<file path="src/rpmc_ram.sv">
module rpmc_ram #(
    parameter int WIDTH = 8,
    parameter int DEPTH = 16
) (
    input  logic                     i_clk,
    input  logic                     i_we,
    input  logic [$clog2(DEPTH)-1:0] i_waddr,
    input  logic [WIDTH-1:0]         i_wdata,
    input  logic [$clog2(DEPTH)-1:0] i_raddr,
    output logic [WIDTH-1:0]         o_rdata
);

    logic [WIDTH-1:0] r_mem [DEPTH];
    logic [WIDTH-1:0] r_rdata;

    always_ff @(posedge i_clk) begin
        if (i_we) begin
            r_mem[i_waddr] <= i_wdata;
        end
        r_rdata <= r_mem[i_raddr];
    end

    assign o_rdata = r_rdata;

endmodule

</file>
<file path="config.mk">
export PLATFORM = sky130hd
export DESIGN_NAME = rpmc_ram
export DESIGN_NICKNAME = d
export VERILOG_FILES = /design/src/rpmc_ram.sv
export SDC_FILE = /design/constraint.sdc
export NUM_CORES = 1
export LEC_CHECK = 0
export ABC_CLOCK_PERIOD_IN_PS = 5000
export BUFFER_PORTS_ARGS = -buffer_cell sky130_fd_sc_hd__buf_4
export CORE_MARGIN = 8
export CORE_UTILIZATION = 60
export CTS_CLUSTER_DIAMETER = 40
export DETAILED_ROUTE_END_ITERATION = 8
export GPL_ROUTABILITY_DRIVEN = 1
export PLACE_DENSITY_LB_ADDON = 0.08
export SYNTH_ARGS = -nofsm -noshare
export SYNTH_HDL_FRONTEND = slang
export SYNTH_SLANG_ARGS = --single-unit
</file>
<file path="constraint.sdc">
create_clock -name i_clk -period 5 [get_ports i_clk]
set_clock_uncertainty 0.2 [all_clocks]
set_input_delay 1.5 -clock i_clk [delete_from_list [all_inputs] [get_ports i_clk]]
set_output_delay 1.5 -clock i_clk [all_outputs]
set_load 0.05 [all_outputs]
</file>
==> summary.md, run 1 <==
| Metric | Value |
|---|---|
| Synth top area share | 0.747 |
| Die X | 109 microns |
| Final Hold Viols | 0 |
| Hold_buf cts | 0 |
| Slowest cell delay on critical path | 0.62 ns |
| Height of the chip | 109 microns |
| Register clock-pin slew on the reported worst setup and hold paths | 0.06 ns |
| Commonest non-fill, non-tap cell in the layout | edfxtp_1 |
| Rows | 33 |
| Max-Cap Viols | 0 |
| Cell variety after synth | 19 |
| Count of input and output buffers | 25 |
| Die area | 0.0118 sq mm |
| Core box area | 0.00826 sq mm |
| Starting Density | 0.623 |
| Setup violators final | 0 |
| Peak supply drop | 304 uV |
| CP Cell Sequence | buf_4 -> or3b_2 -> nor2_1 |
| Diodes inserted | 0 |
| Finished Core Util | 0.730 |
| DRT Wirelength | 9240 microns |
| Num Clock Sinks | 136 |
| Worst setup SP type | primary input |
| GP Congestion | 0.705 |
| First-pass GRT wire length | 14200 microns |
| Max Slew Vio Count | 0 |
| Worst-Margin Slew | 1.03 ns |
| Fin crit period | 2.81 ns |
| Sequential area share after synthesis | 0.778 |
| GRT overflow | 0 |
| Worst-Skew Late Latency | 0.51 ns |
| Area grow syn2layout | 17.1% |
| ANT nets after route | 0 |
| CP bufs+invs | 1 |
| GRT Total Usage | 0.172 |
| CP max FO | 8 |
| Layout cell share with drive strength beyond 1 | 0.281 |
| CTS resizes | 0 |
| Pin count of the biggest net entering global routing | 33 |
| Fin nets | 284 |
| Hold Path Class | flop to flop |
| WP data arrival | 2.75 ns |
| Vias in the first global route | 2436 |
| CP max-delay cell | nor2_1 |
| Post-synthesis async set-or-reset flop share | 0 |
| Clock Path Buffers | 2 |
| Worst Setup End Kind | flop |
| RSZ-0062 raised after global routing | false |
| Syn avg cell area | 22.5 sq um |
| Main synth FF type | edfxtp_1 |
| Post-DP HPWL | 5590 microns |
| Rel. slew slack | 0.312 |
| Leading area contributor after synthesis | edfxtp_1 |
| Largest cells by area after synthesis | edfxtp_1 (75%), mux4_2 (7.9%), mux4_1 (7.1%) |
| CTS tree | yes |
| Ports | 26 |
| EDFF count, synth | 128 |
| CP required | 4.94 ns |
| Tot Pwr | 2720 uW |
| Pwr/cell area | 452 mW/mm^2 |
| Synth Register Bits | 136 |
| Vias per cell | 6.21 |
| WL/cell | 24.1 microns |
| Post-route non-filler standard cell count | 383 |
| CP Class | primary input to flop |
| Max Clock Freq | 0.356 GHz |
| Syn_nets | 247 |
| Top Family by Delay on Critical Path | simple AND/OR/NAND/NOR gates |
| Root Buffer | clkbuf_8 |
| Drt first pass iters | 4 |
| Detailed router's first-iteration violation count | 166 |
| TritonCTS buffer count | 17 |
| Syn Inst Count | 229 |
| Initial antenna violation count | 0 |
| DRC | 0 |
| Fin Setup TNS | 0 ns |
| Post-CTS Setup Bufs | 0 |
| Mapped cell area | 0.00515 sq mm |
| Vias | 2377 |
| Run status | complete, no violations |
| Placed Cells | 352 |
| Most frequent cells in the layout | edfxtp_1 (128), buf_4 (28), mux4_2 (18) |
| Max H-tree Level | 4 |
| Final period util | 0.561 |
| Static leakage | 0.00202 uW |
| Synth Warn # | 0 |
kinds of logic (layout without fill, tap and decap cells):
kind of cell / count (synthesis) / in the layout / share of synthesized area
mux: 32 / 32 / 0.150
compound gates: 16 / 16 / 0.0233
buf+inv: 10 / 59 / 0.0168
simple gates: 35 / 35 / 0.0318
flops: 136 / 136 / 0.778
area by class of cell:
type / instances / area, sq um
sequential: 136 / 4000
fill: 482 / 2230
multi-input combinational: 83 / 1060
clock buffer: 18 / 418
timing repair buffer: 28 / 210
clock inverter: 13 / 204
tap: 105 / 131
flip-flops by register name, indices dropped and copies added (netlist names):
register / flops
o_rdata: 8
r_mem: 128
worst register-to-register path: cells and delay by family (launching register included):
| family | cells | cell delay [ns] |
|---|---|---|
| muxes | 1 | 0.47 |
| DFF | 1 | 0.38 |
| AOI/OAI and AO/OA | 1 | 0.32 |
| and+or+nand+nor | 1 | 0.09 |
stage by stage:
| step | hold slack (ns) | cell area, sq um | setup WS, ns |
|---|---|---|---|
| after global placement | 0.449 | 5400 | 1.49 |
| after detailed placement | 0.461 | 5400 | 1.48 |
| final | 0.480 | 6030 | 2.19 |
| after CTS | 0.476 | 6020 | 2.02 |
| after global routing | 0.494 | 6030 | 2.05 |
| after floorplan | 0.429 | 5150 | 1.81 |
synth_stat cells, drive strengths merged (2+ instances only):
cell type,number
a22oi,16
buf,7
clkdlybuf4s25,3
dfxtp,8
edfxtp,128
mux4,32
nand2,9
nand2b,2
nand3b,2
nor2,13
nor3,4
where the power goes:
group,leakage [uW],total (uW),internal (uW),switching [uW]
combinational,0.000508,144,54.1,89.5
sequential,0.00122,1280,1270,7.31
clock,0.000293,1300,854,443
total,0.00202,2720,2180,540
routing by layer:
metal | global-route usage | wire length [microns] | vias up
met2 | 0.244 | 4430 | 97
li1 | - | - | 1047
met3 | 0.0525 | 613 | 17
met4 | 0.0772 | 160 | 0
met5 | 0 | 0 | -
met1 | 0.242 | 4040 | 1216
path summary, 6_finish.rpt:
kind / startpoint / to / slack [ns] / depth (start not counted)
setup / recovery: i_waddr[2] / r_mem[3][3] / 2.19 / 3
hold / removal: r_mem[15][6] / o_rdata[6] / 0.48 / 3
setup reg to reg: r_mem[2][6] / o_rdata[6] / 3.42 / 3
hold reg to reg: r_mem[15][6] / o_rdata[6] / 0.48 / 3
No activity file was read; power rests on OpenSTA's default activity.
==> inputs of run 2 (changes only) <==
ABC_AREA = 1   (was unset)
ABC_CLOCK_PERIOD_IN_PS = 2580   (was 5000)
CORE_UTILIZATION = 55   (was 60)
clock period = 2.58 ns   (was 5 ns; I/O delays follow)
==> run 2 against run 1 <==
Hold slack worse by 0.11 ns. Global-route usage up 1.7 points. Flip-flop and latch count unchanged. Synthesized cell count up 140%. Die area up 19%. Worst setup slack worse by 1.6 ns. Final cell count up 93%. Critical path depth down 2. First-iteration DRC count up 130%. Critical endpoint is now o_rdata[7].
==> summary.md, run 2 <==
| Metric | Value |
|---|---|
| Run status | complete, no violations (unchanged) |
| Vias in the first global route | 3748 (was 2436) |
| Grt met1 use | 0.251 (was 0.242) |
| Slowest cell delay on critical path | 0.34 ns (was 0.62 ns) |
| Main synth FF type | edfxtp_1 (unchanged) |
| DRC | 0 (unchanged) |
| Ports | 26 (unchanged) |
| CP required | 1.61 ns (was 4.94 ns) |
| CP Class | flop to output port (was primary input to flop) |
| Adder-cell area share of the yosys netlist | 0 (unchanged) |
| Grt met2 use | 0.292 (was 0.244) |
| Mapped cell area | 0.00577 sq mm (was 0.00515 sq mm) |
| Starting Density | 0.564 (was 0.623) |
| Post-DP HPWL | 7370 microns (was 5590 microns) |
| Top Family by Delay on Critical Path | flip-flops (was simple AND/OR/NAND/NOR gates) |
| CP bufs+invs | 1 (unchanged) |
| Worst Setup End Kind | output port (was flop) |
| CP max-delay cell | dfxtp_1 (was nor2_1) |
| Vias per cell | 5.15 (was 6.21) |
| Sequential Area | 0.00400 sq mm (unchanged) |
| Filler cell count | 801 (was 482) |
| Register clock-pin slew on the reported worst setup and hold paths | 0.06 ns (about the same) |
| Num Clock Sinks | 136 (unchanged) |
| GRT busiest layer | met2 (unchanged) |
| Multi-input logic area | 0.00121 sq mm (was 0.00106 sq mm) |
| Post-CTS Setup Bufs | 0 (unchanged) |
| Rows | 37 (was 33) |
| Max-Cap Viols | 0 (unchanged) |
| Complex-gate fraction of the synthesized area | 0 (was 0.0233) |
| Leading area contributor after synthesis | edfxtp_1 (unchanged) |
| XOR/XNOR share of the synthesized area | 0 (unchanged) |
| TritonCTS buffer count | 17 (unchanged) |
| Initial antenna violation count | 0 (unchanged) |
| Syn_nets | 569 (was 247) |
| Hold_buf cts | 0 (unchanged) |
| Most frequent cell after synthesis | nand2_1 (was edfxtp_1) |
| Final Hold Viols | 0 (unchanged) |
| Syn avg cell area | 10.5 sq um (was 22.5 sq um) |
| Vias | 3808 (was 2377) |
| Synth top area share | 0.667 (was 0.747) |
| Clock Path Buffers | 2 (unchanged) |
| WL/cell | 16.9 microns (was 24.1 microns) |
| DRT Wirelength | 12500 microns (was 9240 microns) |
| Largest cells by area after synthesis | edfxtp_1 (67%), nand2_1 (11%), nand3_1 (8.4%) (was edfxtp_1 (75%), mux4_2 (7.9%), mux4_1 (7.1%)) |
| Diodes inserted | 0 (unchanged) |
| GP Congestion | 0.803 (was 0.705) |
| Pin count of the biggest net entering global routing | 65 (was 33) |
| Syn Inst Count | 551 (was 229) |
| Final period util | 0.788 |
| Largest family of logic cells by synthesized area | simple AND/OR/NAND/NOR gates (was multiplexers) |
| Post-Synth Simple-Gate Area | 0.210 (was 0.0318) |
| Detailed router's first-iteration violation count | 387 (was 166) |
| Hold Path Class | primary input to flop (was flop to flop) |
| EDFF count, synth | 128 (unchanged) |
| CP max FO | 1 (was 8) |
| Sequential area share after synthesis | 0.694 (was 0.778) |
| Fin Setup TNS | 0 ns (unchanged) |
| CTS tree | yes (unchanged) |
| Die X | 118 microns (was 109 microns) |
| Finished Core Util | 0.661 (was 0.730) |
| Worst setup SP type | flop (was primary input) |
| Die area | 0.0140 sq mm (was 0.0118 sq mm) |
| RSZ-0062 raised after global routing | false (unchanged) |
| Pwr/cell area | 791 mW/mm^2 (was 452 mW/mm^2) |
| Synth Warn # | 0 (unchanged) |
| Root Buffer | clkbuf_8 (unchanged) |
| Biggest register | r_mem (unchanged) |
| Commonest non-fill, non-tap cell in the layout | nand2_1 (was edfxtp_1) |
| Max Slew Vio Count | 0 (unchanged) |
| Max H-tree Level | 4 (unchanged) |
| Fin nets | 609 (was 284) |
| Static leakage | 0.00295 uW (was 0.00202 uW) |
| First-pass GRT wire length | 20300 microns (was 14200 microns) |
| Setup violators final | 0 (unchanged) |
| Worst-Skew Late Latency | 0.52 ns (was 0.51 ns) |
| Post-synthesis async set-or-reset flop share | 0 (unchanged) |
| CTS resizes | 0 (unchanged) |
| Fin crit period | 2.03 ns |
| Worst-Margin Slew | 0.633 ns (was 1.03 ns) |
| Layout cell share with drive strength beyond 1 | 0.129 (was 0.281) |
| CP Cell Sequence | buf_4 (was buf_4 -> or3b_2 -> nor2_1) |
| GR Layer Usage met3 | 0.0419 (was 0.0525) |
| Core box area | 0.0102 sq mm (was 0.00826 sq mm) |
| Count of input and output buffers | 25 (unchanged) |
| Reg-to-reg slack, setup | 1.31 ns (was 3.42 ns) |
| Max Clock Freq | 0.492 GHz |
| GRT overflow | 0 (unchanged) |
| ANT nets after route | 0 (unchanged) |
| WP data arrival | 1.06 ns (was 2.75 ns) |
| Max reg flops | 128 (unchanged) |
| Cell variety after synth | 12 (was 19) |
| Rel. slew slack | 0.576 (was 0.312) |
| Synth Register Bits | 136 (unchanged) |
| Area grow syn2layout | 17.3% (was 17.1%) |
| Post-synthesis mux area share | 0 (was 0.150) |
| Height of the chip | 118 microns (was 109 microns) |
| Most frequent cells in the layout | nand2_1 (173), edfxtp_1 (128), inv_1 (100) (was edfxtp_1 (128), buf_4 (28), mux4_2 (18)) |
| Synth top cells by count | nand2_1 (173), edfxtp_1 (128), inv_1 (100), nand3_1 (97), nor2_1 (17) (was edfxtp_1 (128), mux4_2 (18), a22oi_1 (16), mux4_1 (14), nor2_1 (13)) |
| Peak supply drop | 517 uV (was 304 uV) |
| Drt first pass iters | 6 (was 4) |
| GRT Total Usage | 0.189 (was 0.172) |
run 2: cell types whose count changed after synthesis, sizes merged, moves of 4 or more:
cell | previous run | this run
nand2 | 9 | 173
nor3 | 4 | 0
mux4 | 32 | 0
inv | 0 | 102
a22oi | 16 | 0
nand3 | 1 | 97
buf | 7 | 24
nor2 | 13 | 17
run 2: path summary, 6_finish.rpt:
check | startpoint | end | cells after the start
worst max-delay path | o_rdata[7] | o_rdata[7] | 1
worst max register to register | r_mem[1][2] | o_rdata[2] | 6
worst min-delay path | i_wdata[3] | r_mem[3][3] | 1
worst min register to register | r_mem[12][5] | o_rdata[5] | 6
run 2: per-stage QoR:
| stage | instances | worst slack [ns] | instance area (sq um) | hold slack [ns] | total power [uW] |
|---|---|---|---|---|---|
| after floorplan | 551 | 0.655 | 5770 | 0.407 | 2750 |
| after global placement | 708 | 0.426 | 6150 | 0.431 | 2890 |
| after detailed placement | 708 | 0.400 | 6150 | 0.439 | 2900 |
| after CTS | 740 | 0.515 | 6770 | 0.368 | 5380 |
| after global routing | 740 | 0.507 | 6770 | 0.376 | 5510 |
| final | 740 | 0.547 | 6770 | 0.373 | 5350 |
run 2: per-layer routing:
metal	vias to the layer above	part of all wire
li1	1853	-
met1	1780	0.43
met2	149	0.47
met3	26	0.067
met4	0	0.029
met5	-	0
run 2: layout make-up:
type                       count  area share
clock buffer                  20      0.0658
clock inverter                12      0.0257
inverter                     102      0.0566
multi-input combinational    289       0.179
sequential                   136       0.592
tap                          136      0.0252
timing repair buffer          45      0.0555
run 2: logic make-up (layout without fill, tap and decap cells):
| group | after synthesis | in the layout |
|---|---|---|
| buf+inv | 126 | 179 |
| flops | 136 | 136 |
| simple gates | 289 | 289 |
run 2: power by group:
group | leakage (uW) | switching (uW) | internal (uW)
registers | 0.00122 | 13.7 | 2470
clock network | 0.000293 | 887 | 1620
logic | 0.00143 | 257 | 108
total | 0.00295 | 1160 | 4190
